**src/rtl/wpps_pkg.sv**
```systemverilog
// shared types and constants for the weighted profile perturbation statistics block
// no dependencies
package wpps_pkg;

  localparam int DIVD_W = 64;
  localparam int DIVS_W = 40;
  localparam int CNT_W  = 7;

  localparam logic REG_WEIGHTING   = 1'b0;
  localparam logic REG_TABLE_COUNT = 1'b1;

  localparam logic REQ_TABLE  = 1'b0;
  localparam logic REQ_SAMPLE = 1'b1;

  localparam logic [1:0] DIV_INTERP = 2'd0;
  localparam logic [1:0] DIV_MIN    = 2'd1;
  localparam logic [1:0] DIV_MAX    = 2'd2;
  localparam logic [1:0] DIV_VAR    = 2'd3;

  localparam logic [47:0] SAT48 = 48'hFFFF_FFFF_FFFF;
  localparam logic [39:0] SAT40 = 40'hFF_FFFF_FFFF;

  typedef struct packed {
    logic       load;
    logic       rd_first;
    logic       rd_last;
    logic       rd_mid;
    logic       rd_lo;
    logic       rd_hi;
    logic       cap_first;
    logic       cap_last;
    logic       cap_mid;
    logic       cap_lo;
    logic       cap_hi;
    logic       mul_interp;
    logic       div_start;
    logic [1:0] div_sel;
    logic       w_from_div;
    logic       w_y0;
    logic       w_zero;
    logic       acc_mul;
    logic       acc_sq;
    logic       acc_upd;
    logic       fin_min;
    logic       fin_max;
    logic       fin_var;
    logic       fin_direct;
    logic       emit;
    logic       clear;
  } cmd_t;

  typedef struct packed {
    logic in_is_sample;
    logic pv;
    logic last;
    logic need_w;
    logic weighted;
    logic out_of_range;
    logic search_done;
    logic den_zero;
    logic degenerate;
    logic div_busy;
    logic out_hold;
  } status_t;

endpackage

```
**src/rtl/wpps_ctrl.sv**
```systemverilog
// controller state machine sequencing search, interpolation, accumulation and final divisions
// depends on wpps_pkg
module wpps_ctrl
  import wpps_pkg::*;
(
  input  logic    clk,
  input  logic    rst,
  input  logic    in_valid,
  output logic    in_stall,
  input  status_t status,
  output cmd_t    cmd
);

  localparam logic [4:0] S_IDLE     = 5'd0;
  localparam logic [4:0] S_DECIDE   = 5'd1;
  localparam logic [4:0] S_RD_FIRST = 5'd2;
  localparam logic [4:0] S_RD_LAST  = 5'd3;
  localparam logic [4:0] S_CHK_LAST = 5'd4;
  localparam logic [4:0] S_RANGE    = 5'd5;
  localparam logic [4:0] S_SEARCH   = 5'd6;
  localparam logic [4:0] S_SRCH_CMP = 5'd7;
  localparam logic [4:0] S_RD_LO    = 5'd8;
  localparam logic [4:0] S_RD_HI    = 5'd9;
  localparam logic [4:0] S_CAP_HI   = 5'd10;
  localparam logic [4:0] S_INTERP   = 5'd11;
  localparam logic [4:0] S_I_GO     = 5'd12;
  localparam logic [4:0] S_I_WAIT   = 5'd13;
  localparam logic [4:0] S_ACC_MUL  = 5'd14;
  localparam logic [4:0] S_ACC_SQ   = 5'd15;
  localparam logic [4:0] S_ACC_UPD  = 5'd16;
  localparam logic [4:0] S_END      = 5'd17;
  localparam logic [4:0] S_MN_GO    = 5'd18;
  localparam logic [4:0] S_MN_WAIT  = 5'd19;
  localparam logic [4:0] S_MX_GO    = 5'd20;
  localparam logic [4:0] S_MX_WAIT  = 5'd21;
  localparam logic [4:0] S_V_GO     = 5'd22;
  localparam logic [4:0] S_V_WAIT   = 5'd23;
  localparam logic [4:0] S_EMIT     = 5'd24;

  logic [4:0] state, state_next;

  assign in_stall = state != S_IDLE;

  always_ff @(posedge clk) begin
    if (rst) begin
      state <= S_IDLE;
    end else begin
      state <= state_next;
    end
  end

  always_comb begin
    cmd        = '0;
    state_next = state;
    unique case (state)
      S_IDLE: begin
        if (in_valid) begin
          cmd.load = 1'b1;
          if (status.in_is_sample) state_next = S_DECIDE;
        end
      end
      S_DECIDE: begin
        if (!status.pv) begin
          state_next = S_END;
        end else if (status.need_w) begin
          state_next = S_RD_FIRST;
        end else begin
          state_next = S_ACC_MUL;
        end
      end
      S_RD_FIRST: begin
        cmd.rd_first = 1'b1;
        state_next   = S_RD_LAST;
      end
      S_RD_LAST: begin
        cmd.rd_last   = 1'b1;
        cmd.cap_first = 1'b1;
        state_next    = S_CHK_LAST;
      end
      S_CHK_LAST: begin
        cmd.cap_last = 1'b1;
        state_next   = S_RANGE;
      end
      S_RANGE: begin
        if (status.out_of_range) begin
          cmd.w_zero = 1'b1;
          state_next = S_ACC_MUL;
        end else begin
          state_next = S_SEARCH;
        end
      end
      S_SEARCH: begin
        if (status.search_done) begin
          cmd.rd_lo  = 1'b1;
          state_next = S_RD_HI;
        end else begin
          cmd.rd_mid = 1'b1;
          state_next = S_SRCH_CMP;
        end
      end
      S_SRCH_CMP: begin
        cmd.cap_mid = 1'b1;
        state_next  = S_SEARCH;
      end
      S_RD_LO: begin
        cmd.rd_lo  = 1'b1;
        state_next = S_RD_HI;
      end
      S_RD_HI: begin
        cmd.rd_hi  = 1'b1;
        cmd.cap_lo = 1'b1;
        state_next = S_CAP_HI;
      end
      S_CAP_HI: begin
        cmd.cap_hi = 1'b1;
        state_next = S_INTERP;
      end
      S_INTERP: begin
        if (status.den_zero) begin
          cmd.w_y0   = 1'b1;
          state_next = S_ACC_MUL;
        end else begin
          cmd.mul_interp = 1'b1;
          state_next     = S_I_GO;
        end
      end
      S_I_GO: begin
        cmd.div_start = 1'b1;
        cmd.div_sel   = DIV_INTERP;
        state_next    = S_I_WAIT;
      end
      S_I_WAIT: begin
        if (!status.div_busy) begin
          cmd.w_from_div = 1'b1;
          state_next     = S_ACC_MUL;
        end
      end
      S_ACC_MUL: begin
        cmd.acc_mul = 1'b1;
        state_next  = S_ACC_SQ;
      end
      S_ACC_SQ: begin
        cmd.acc_sq = 1'b1;
        state_next = S_ACC_UPD;
      end
      S_ACC_UPD: begin
        cmd.acc_upd = 1'b1;
        state_next  = S_END;
      end
      S_END: begin
        if (!status.last) begin
          state_next = S_IDLE;
        end else if (!status.pv) begin
          cmd.clear  = 1'b1;
          state_next = S_IDLE;
        end else if (status.weighted && !status.degenerate) begin
          state_next = S_MN_GO;
        end else begin
          cmd.fin_direct = 1'b1;
          state_next     = S_EMIT;
        end
      end
      S_MN_GO: begin
        cmd.div_start = 1'b1;
        cmd.div_sel   = DIV_MIN;
        state_next    = S_MN_WAIT;
      end
      S_MN_WAIT: begin
        if (!status.div_busy) begin
          cmd.fin_min = 1'b1;
          state_next  = S_MX_GO;
        end
      end
      S_MX_GO: begin
        cmd.div_start = 1'b1;
        cmd.div_sel   = DIV_MAX;
        state_next    = S_MX_WAIT;
      end
      S_MX_WAIT: begin
        if (!status.div_busy) begin
          cmd.fin_max = 1'b1;
          state_next  = S_V_GO;
        end
      end
      S_V_GO: begin
        cmd.div_start = 1'b1;
        cmd.div_sel   = DIV_VAR;
        state_next    = S_V_WAIT;
      end
      S_V_WAIT: begin
        if (!status.div_busy) begin
          cmd.fin_var = 1'b1;
          state_next  = S_EMIT;
        end
      end
      S_EMIT: begin
        if (!status.out_hold) begin
          cmd.emit   = 1'b1;
          cmd.clear  = 1'b1;
          state_next = S_IDLE;
        end
      end
      default: begin
        state_next = S_IDLE;
      end
    endcase
  end

endmodule

```
**config.mk**
```make
export PLATFORM = sky130hd
export DESIGN_NAME = wpps_ctrl
export DESIGN_NICKNAME = d
export VERILOG_FILES = /design/src/rtl/wpps_pkg.sv /design/src/rtl/wpps_ctrl.sv
export SDC_FILE = /design/constraint.sdc
export NUM_CORES = 1
export LEC_CHECK = 0
export BUFFER_PORTS_ARGS = -buffer_cell sky130_fd_sc_hd__buf_2
export CAP_MARGIN = 10
export CORE_UTILIZATION = 45
export CTS_CLUSTER_SIZE = 16
export DETAILED_ROUTE_END_ITERATION = 8
export PLACE_DENSITY = 0.87
export SLEW_MARGIN = 20
export SYNTH_ARGS = -nofsm -noshare
export SYNTH_HDL_FRONTEND = slang
export SYNTH_SLANG_ARGS = --single-unit
export TNS_END_PERCENT = 30
```
**constraint.sdc**
```tcl
create_clock -name clk -period 2.4 [get_ports clk]
set_clock_uncertainty 0.1 [all_clocks]
set_input_delay 0.12 -clock clk [delete_from_list [all_inputs] [get_ports clk]]
set_output_delay 0.12 -clock clk [all_outputs]
set_load 0.005 [all_outputs]
```
# Yosys cells after proc, flatten, opt, wreduce, memory -nomap -nowiden
# Index checks and enable logic that the tools add are counted.
# totals
reg_bits	5
latch_bits	0
ramBits	0
romBits	0
in_bits	14
n_memories	0
# op_classes
n_addsub	0
n_mul	0
div	0
magnitude_cmp	0
n_eq_ne	31
shifts	0
n_mux	52
bitwise_logic	0
reduce_logical	5
# op_table
cell	n
$pmux W5 S25	1
$mux W5	10
$eq A5 B5 Y1 const B	9
$eq A5 B4 Y1 const B	8
$mux W1	32
$eq A5 B3 Y1 const B	4
$mux W4	4
$ne A2 B2 Y1 const B	7
$pmux W3 S4	1
$eq A5 B2 Y1 const B	2
$reduce_and A7 Y1	1
$eq A5 B1 Y1 const B	1
$logic_not A5 Y1	1
$reduce_bool A5 Y1	1
$mux W2	2
$pmux W1 S2	2
$logic_and A1 B1 Y1	1
$logic_not A1 Y1	1

# Longest topological paths before layout
# Gate-level depths: netlist of the first run.
# logic_depth
word_depth	6
depth_mapped	6
ltp_nobuf	4

# Worst setup path before layout of the first run
# No wires, ideal clock.
# synth_timing
path_type	register -> register
from	register state[1]
to	register state[3]
setup_time_ns	0.088
t_arrival_ns	1.496
required_time_ns	2.212
setup_slack_ns	0.716
path_stages_with_launch	6
n_path_buf	1
synth_period_minus_slack_ns	1.684
cell_sequence	dfxtp_1 buf_6 or3b_4 a211o_4 and3_4 o32ai_2
# synth_between
elab_chain_len	3
elab_cells_between_ends	34
cone_classes	eq/ne: 31; mux: 1; reduce/logical: 2
# synth_rtl
element	line	rtl
start, declared	wpps_ctrl.sv:40	logic [4:0] state, state_next;
start signal, assigned	wpps_ctrl.sv:48	state <= state_next;
$eq A5 B4 Y1, or another cell as far along	wpps_ctrl.sv:55	unique case (state)
$ne A2 B2 Y1 (no source line)	--	
$reduce_and A7 Y1 (no source line)	--	
# Parallel ways exist; a longest one is shown, timed or not.
# A chain may end at the register's enable or synchronous reset.

# Worst setup path in the final report of the first run
# layout_timing
from	register state[4]
to	register state[4]
# The elaborated chain is that of the path after synthesis.

==> results.tsv, run 1 <==
metric	value	unit
HP Class	in -> reg	
path depth of the worst reg2reg path	4	
Antenna Cells	0	
drt pass-1 iters	5	
Max-Cap Viols	0	
GRT Total Usage	24.0	%
DP HPWL	1960	um
Post-CTS Setup Bufs	0	
# hold bufs at CTS	0	
dpl cells	187	
DRC violations left	0	
LEAKAGE	0.471	nW
minimum clock period	2.08	ns
worst slew pin tran	0.656	ns
Post-Syn Area	871	um2
largest net degree at the start of global routing	23	
register area share after synthesis	11.5	%
register area	100	um2
Worst R2R Setup Slack	0.32	ns
worst hold stages	2	
number of global-route vias before repair	896	
Worst Hold Path EP	state[0]	
DIE HEIGHT	46.0	um
Starting Density	49.4	%
P&R area growth vs syn	24.4	%
Synth async-reset ratio	0	%
CP max stage cell	dfxtp_1	
relative slew slack	56.2	%
Total Power	635	uW
Final setup viols	0	
first-pass GRT wire length	3710	um
CP Launch Type	register	
Final period util	86.7	%
Post-Place Setup Slack	0.367	ns
Worst setup EP type	register	
GP Congestion	0.871	
input/output buffers	41	
fin nets	181	
r2r startpoint	state[4]	
final wirelength	2590	um
critical path type	reg -> reg	
CTS H-tree depth	1	
drt via density	6.20	
Max Slew Vio Count	0	
Antenna Violating Nets Remaining	0	
P per Cell Area	586	nW/um2
status	completed	
Buf+Inv Stages, Crit Path	0	
worst hold start	rst	
CTS max path bufs	2	
CTS tree	yes	
Ys Warns	0	
IO Pins	42	
Core Rows	15	
GRT overflow	0	
1st-iter DRT viols	58	
clock-pin slew on the worst setup and hold paths	0.05	ns
Hold Vio Cnt, Final	0	
clock root buffer	clkbuf_4	
Arrival @ worst endpoint	2.15	ns
Largest regs	state x5	
Resize count post-CTS	0	
Fillers	182	
Clock Sinks	5	
Worst R2R End	state[4]	
PnR worst setup slack	0.318	ns
sum of negative setup slack	0	ns
fin cells	191	
Cells after Synth	132	
Worst EP required	2.47	ns
CP top delay family	simple AND/OR/NAND/NOR gates	
Post-synth EDFFs	0	
full die area	2120	um2
initial antenna violation count	0	
cell breakdown of the critical path	nand2_1, or4_4, a211o_1, o31ai_1	
core area	1760	um2
layout cells sized above 1	32.5	%
cts bufs inserted	3	
CP max stage delay	0.74	ns
WL/cell	13.6	um
Die W	46.0	um
count of unique library cells instantiated by Yosys	48	
fmax	0.480	GHz
Yosys reg bits	5	
Most used DFF post-synth	dfxtp_1	
max reg flops	5	
Clock Latency Late Sink	0.25	ns
via count	1185	
synthesized area per cell	6.60	um2
area of the multi-input gates	672	um2
most common cell after layout, fill and taps aside	buf_2	
Reg with most FFs	state	
VDD IR-drop max	0.000455	V
commonest cells after routing, fill and taps aside	buf_2, nor3_1, nor2_1, nand2_1, inv_1	
critical path fanouts, max	22	
post-synth net total	146	
RSZ-0062 raised after global routing	false	
[routing by layer]
layer / GRT usage (%) / routed length [um] / vias up
li1: - / - / 562
met1: 26.8 / 1030 / 527
met2: 44.2 / 1150 / 86
met3: 3.97 / 325 / 10
met4: 9.41 / 85 / 0
met5: 0 / 0 / -
[worst max path at each step]
| stage | cells past startpoint | slack [ns] | to | from |
|---|---|---|---|---|
| after global routing | 4 | 0.17 | cmd[22] | state[2] |
| after floorplan | 5 | 0.72 | state[3] | state[1] |
| final | 4 | 0.32 | state[4] | state[4] |
| after CTS | 4 | 0.36 | state[4] | state[4] |
| after global placement | 4 | 0.48 | state[3] | state[4] |
| after detailed placement | 4 | 0.37 | state[4] | state[4] |
[cells in the mapped netlist (all sizes together), types with 2 or more instances]
library cell  count  share of area [%]
and3              3                2.7
nand3b            2                1.7
dfxtp             5                 11
o32ai             3                3.9
nand2            12                5.2
nor4b             2                2.0
a211oi            3                2.6
nor2             12                5.2
nor3             16                9.2
or2               2                1.7
or3b              3                3.3
nand3             4                2.3
o21ai             4                2.3
a21oi             4                2.3
inv               7                3.0
nand2b            5                3.6
clkbuf            6                2.6
nor4              2                1.4
nor3b             2                1.7
a211o             2                3.0
nor2b             4                2.9
a311oi            2                2.0
buf               8                5.7
a31oi             2                1.4
a21o              3                2.6
[report_power, final]
part	total (mW)	leakage (nW)	internal [mW]	switching [mW]
clock	0.102	0.0150	0.0631	0.0385
sequential	0.165	0.0407	0.0983	0.0669
combinational	0.368	0.415	0.170	0.198
[per-stage QoR]
stage	hold slack (ns)	instance area (um2)	util, %
detailed placement	0.290	1060	59.9
floorplan	0.0891	871	-
global placement	0.276	1060	59.9
finish	0.0384	1080	61.4
CTS	0.0409	1080	61.4
global route	0.0457	1080	61.4
[cell type report]
type                    count  share of cell area [%]
repair buffers             44                    21.0
flip-flops and latches      5                    9.24
multi-input cells         106                    62.0
well taps                  25                    2.89
clock buffers               4                    2.42
inverters                   7                    2.42
[logic make-up (layout without fill, tap and decap cells)]
family                 Yosys count  count (layout)  share of synthesized area, %
AO/OA/AOI/OAI                   32              32                          29.2
flip-flops                       5               5                          11.5
AND/OR/NAND/NOR                 74              74                          48.0
buffers and inverters           21              55                          11.4
Note: power is estimated with default switching activity, not from simulation.
==> run 2, diff against run 1 <==
- CORE_MARGIN: not set -> 2
==> results.tsv, run 2 (same netlist as run 1, synthesis figures left out) <==
metric	value	unit	change
VDD IR-drop max	0.000472	V	was 0.000455 V
cts bufs inserted	3		unchanged
Largest regs	state x5		unchanged
Die W	48.0	um	was 46.0 um
clock-pin slew on the worst setup and hold paths	0.04	ns	was 0.05 ns
DIE HEIGHT	48.0	um	was 46.0 um
worst hold stages	2		unchanged
Total Power	632	uW	was 635 uW
fin nets	182		was 181
number of global-route vias before repair	885		was 896
GP Congestion	0.910		was 0.871
Max Slew Vio Count	0		unchanged
Resize count post-CTS	0		unchanged
layout cells sized above 1	32.9	%	was 32.5%
CP Launch Type	register		unchanged
final wirelength	2560	um	was 2590 um
Worst R2R Setup Slack	0.35	ns	was 0.32 ns
DP HPWL	2030	um	was 1960 um
# hold bufs at CTS	0		unchanged
first-pass GRT wire length	3780	um	was 3710 um
HP Class	in -> reg		unchanged
worst hold start	rst		unchanged
minimum clock period	2.10	ns	was 2.08 ns
WL/cell	13.3	um	was 13.6 um
P per Cell Area	579	nW/um2	was 586 nW/um2
largest net degree at the start of global routing	23		unchanged
fmax	0.477	GHz	was 0.480 GHz
r2r startpoint	state[4]		unchanged
Worst R2R End	state[4]		unchanged
RSZ-0062 raised after global routing	false		unchanged
Reg with most FFs	state		unchanged
critical path fanouts, max	17		was 22
CTS max path bufs	2		unchanged
GRT overflow	0		unchanged
commonest cells after routing, fill and taps aside	buf_2, nor3_1, nor2_1, nand2_1, inv_1		unchanged
Antenna Violating Nets Remaining	0		unchanged
P&R area growth vs syn	25.3	%	was 24.4%
Arrival @ worst endpoint	1.88	ns	was 2.15 ns
Antenna Cells	0		unchanged
Post-CTS Setup Bufs	0		unchanged
IO Pins	42		unchanged
drt via density	5.84		was 6.20
Clock Latency Late Sink	0.24	ns	was 0.25 ns
Starting Density	49.4	%	unchanged
via count	1122		was 1185
input/output buffers	41		unchanged
Final period util	87.4	%	was 86.7%
sum of negative setup slack	0	ns	unchanged
1st-iter DRT viols	35		was 58
Hold Vio Cnt, Final	0		unchanged
Clock Sinks	5		unchanged
DRC violations left	0		unchanged
Worst EP required	2.18	ns	was 2.47 ns
CTS H-tree depth	1		unchanged
core area	1760	um2	unchanged
most common cell after layout, fill and taps aside	buf_2		unchanged
initial antenna violation count	0		unchanged
GRT Total Usage	22.7	%	was 24.0%
clock root buffer	clkbuf_4		unchanged
relative slew slack	56.9	%	was 56.2%
full die area	2300	um2	was 2120 um2
Core Rows	15		unchanged
Worst setup EP type	output pin		was register
LEAKAGE	0.476	nW	was 0.471 nW
max reg flops	5		unchanged
drt pass-1 iters	4		was 5
Final setup viols	0		unchanged
status	completed		unchanged
Worst Hold Path EP	state[0]		unchanged
worst slew pin tran	0.646	ns	was 0.656 ns
CTS tree	yes		unchanged
Max-Cap Viols	0		unchanged
critical path type	reg -> out		was reg -> reg
path depth of the worst reg2reg path	4		unchanged
## run 2: changes by cell type in the layout (fill, tap and decap cells not counted)
| cell | delta |
|---|---|
| buf_4 | +1 |
## run 2: how the worst max path moves through the flow
stage                        start       end  slack (ns)  cells past startpoint
after global placement    state[4]  state[3]        0.49                      4
after global routing      state[0]    cmd[9]        0.18                      4
final                     state[0]    cmd[9]        0.30                      4
after CTS                 state[0]    cmd[9]        0.31                      4
after detailed placement  state[4]  state[3]        0.40                      4
after floorplan           state[1]  state[3]        0.72                      5
## run 2: critical path, cell delays in order, from the launching register on
cell,delay (ns)
dfxtp_1,0.64
buf_4,0.26
or3b_1,0.42
nor3_1,0.18
buf_2,0.14
## run 2: routing by layer
layer	share of wire, %	up-vias	global-route usage, %
met1	44	482	30.4
met5	0	-	0
met3	11	4	6.42
met4	1.1	0	3.24
li1	-	562	-
met2	44	74	37.1
## run 2: through the flow
stage	hold slack [ns]	utilization (%)	std cells	instance area (um2)	setup WS [ns]
3_5_place_dp	0.293	60.4	188	1060	0.399
3_3_place_gp	0.275	60.4	188	1060	0.488
6_report	0.0456	61.8	192	1090	0.302
5_1_grt	0.0361	61.8	192	1090	0.179
4_1_cts	0.0360	61.8	192	1090	0.313
2_1_floorplan	0.0891	-	132	871	0.716
## run 2: layout make-up
cell class | count | area [um2]
clock buffers | 4 | 26.3
fillers | 183 | 673
inverters | 7 | 26.3
multi-input cells | 106 | 672
flip-flops and latches | 5 | 100
well taps | 25 | 31.3
repair buffers | 45 | 235
## run 2: where the power goes
part           switching (mW)  total, mW  internal (mW)  leakage (nW)
clock network          0.0340     0.0969         0.0628        0.0150
registers              0.0552      0.154         0.0984        0.0407
logic                   0.208      0.382          0.174         0.421
total                   0.297      0.632          0.335         0.476
==> run 3, diff against run 2 <==
- CTS_BUF_LIST: not set -> sky130_fd_sc_hd__clkbuf_8 sky130_fd_sc_hd__clkbuf_16
==> results.tsv, run 3 (same netlist as run 1, synthesis figures left out) <==
metric	value	unit	change
PnR worst setup slack	0.323	ns	was 0.302 ns
CTS tree	yes		unchanged
CP Launch Type	register		unchanged
GP Congestion	0.910		unchanged
Hold Vio Cnt, Final	0		unchanged
Final period util	86.5	%	was 87.4%
layout cells sized above 1	32.9	%	unchanged
worst hold start	rst		unchanged
Clock Latency Late Sink	0.22	ns	was 0.24 ns
Max-Cap Viols	0		unchanged
Post-DP Area	1060	um2	unchanged
number of global-route vias before repair	885		unchanged
worst slew pin tran	0.643	ns	was 0.646 ns
critical path fanouts, max	17		unchanged
input/output buffers	41		unchanged
minimum clock period	2.08	ns	was 2.10 ns
Largest regs	state x5		unchanged
Antenna Cells	0		unchanged
Final setup viols	0		unchanged
CTS H-tree depth	1		unchanged
GRT Total Usage	22.7	%	unchanged
via count	1127		was 1122
status	completed		unchanged
most common cell after layout, fill and taps aside	buf_2		unchanged
Fillers	183		unchanged
# hold bufs at CTS	0		unchanged
max reg flops	5		unchanged
worst hold stages	2		unchanged
full die area	2300	um2	unchanged
Die W	48.0	um	unchanged
Post-Place Setup Slack	0.399	ns	unchanged
clock-pin slew on the worst setup and hold paths	0.03	ns	was 0.04 ns
r2r startpoint	state[4]		unchanged
DIE HEIGHT	48.0	um	unchanged
fin nets	182		unchanged
Clock Sinks	5		unchanged
LEAKAGE	0.488	nW	was 0.476 nW
relative slew slack	57.1	%	was 56.9%
P&R area growth vs syn	27.4	%	was 25.3%
Final Util	62.9	%	was 61.8%
HP Class	in -> reg		unchanged
Worst Hold Path EP	state[0]		unchanged
largest net degree at the start of global routing	23		unchanged
DP HPWL	2030	um	unchanged
drt via density	5.87		was 5.84
Final Cell Area	1110	um2	was 1090 um2
core area	1760	um2	unchanged
Max Slew Vio Count	0		unchanged
Post-CTS Setup Bufs	0		unchanged
first-pass GRT wire length	3780	um	unchanged
path depth of the worst reg2reg path	4		unchanged
GRT overflow	0		unchanged
fmax	0.482	GHz	was 0.477 GHz
Worst R2R End	state[3]		was state[4]
Worst EP required	2.18	ns	about the same
Worst R2R Setup Slack	0.36	ns	was 0.35 ns
RSZ-0062 raised after global routing	false		unchanged
final wirelength	2570	um	was 2560 um
VDD IR-drop max	0.000544	V	was 0.000472 V
critical path type	reg -> out		unchanged
initial antenna violation count	0		unchanged
IO Pins	42		unchanged
Worst setup EP type	output pin		unchanged
sum of negative setup slack	0	ns	unchanged
clock root buffer	clkbuf_8		was clkbuf_4
commonest cells after routing, fill and taps aside	buf_2, nor3_1, nor2_1, nand2_1, inv_1		unchanged
Arrival @ worst endpoint	1.86	ns	was 1.88 ns
1st-iter DRT viols	36		was 35
Core Rows	15		unchanged
Reg with most FFs	state		unchanged
cts bufs inserted	3		unchanged
WL/cell	13.4	um	was 13.3 um
Antenna Violating Nets Remaining	0		unchanged
drt pass-1 iters	4		unchanged
Starting Density	49.4	%	unchanged
CTS max path bufs	2		unchanged
Resize count post-CTS	0		unchanged
DRC violations left	0		unchanged
P per Cell Area	617	nW/um2	was 579 nW/um2
-- run 3: report_power, final --
part,switching [mW],total [mW],internal [mW]
combinational,0.207,0.381,0.174
sequential,0.0558,0.154,0.0987
clock,0.0400,0.149,0.110
total,0.303,0.685,0.382
-- run 3: layout make-up --
cell class              instances  area, um2  share of cell area, %
flip-flops and latches          5        100                   9.02
repair buffers                 45        235                   21.2
clock inverters                 1       3.75                  0.338
well taps                      25       31.3                   2.82
clock buffers                   3       41.3                   3.72
inverters                       7       26.3                   2.37
multi-input cells             106        672                   60.5
-- run 3: critical path, stage by stage (launching register included) --
cell	delay (ns)
dfxtp_1	0.64
buf_4	0.26
or3b_1	0.42
nor3_1	0.18
buf_2	0.14
-- run 3: worst max-delay path by stage --
stage / start / end / slack (ns) / cells past startpoint
2_1_floorplan: state[1] / state[3] / 0.72 / 5
3_3_place_gp: state[4] / state[3] / 0.49 / 4
3_5_place_dp: state[4] / state[3] / 0.40 / 4
4_1_cts: state[0] / cmd[9] / 0.34 / 4
5_1_grt: state[0] / cmd[9] / 0.22 / 4
6_report: state[0] / cmd[9] / 0.32 / 4
-- run 3: layer usage --
layer	track usage, %	part of all wire [%]
met5	0	0
met4	3.24	0.62
met3	6.42	11
met2	37.1	44
met1	30.4	44
-- run 3: through the flow --
| stage | power [mW] | hold slack (ns) | instances |
|---|---|---|---|
| floorplan | 0.427 | 0.0891 | 132 |
| global placement | 0.518 | 0.275 | 188 |
| detailed placement | 0.531 | 0.293 | 188 |
| CTS | 0.685 | 0.0626 | 192 |
| global route | 0.738 | 0.0711 | 192 |
| finish | 0.685 | 0.0669 | 192 |
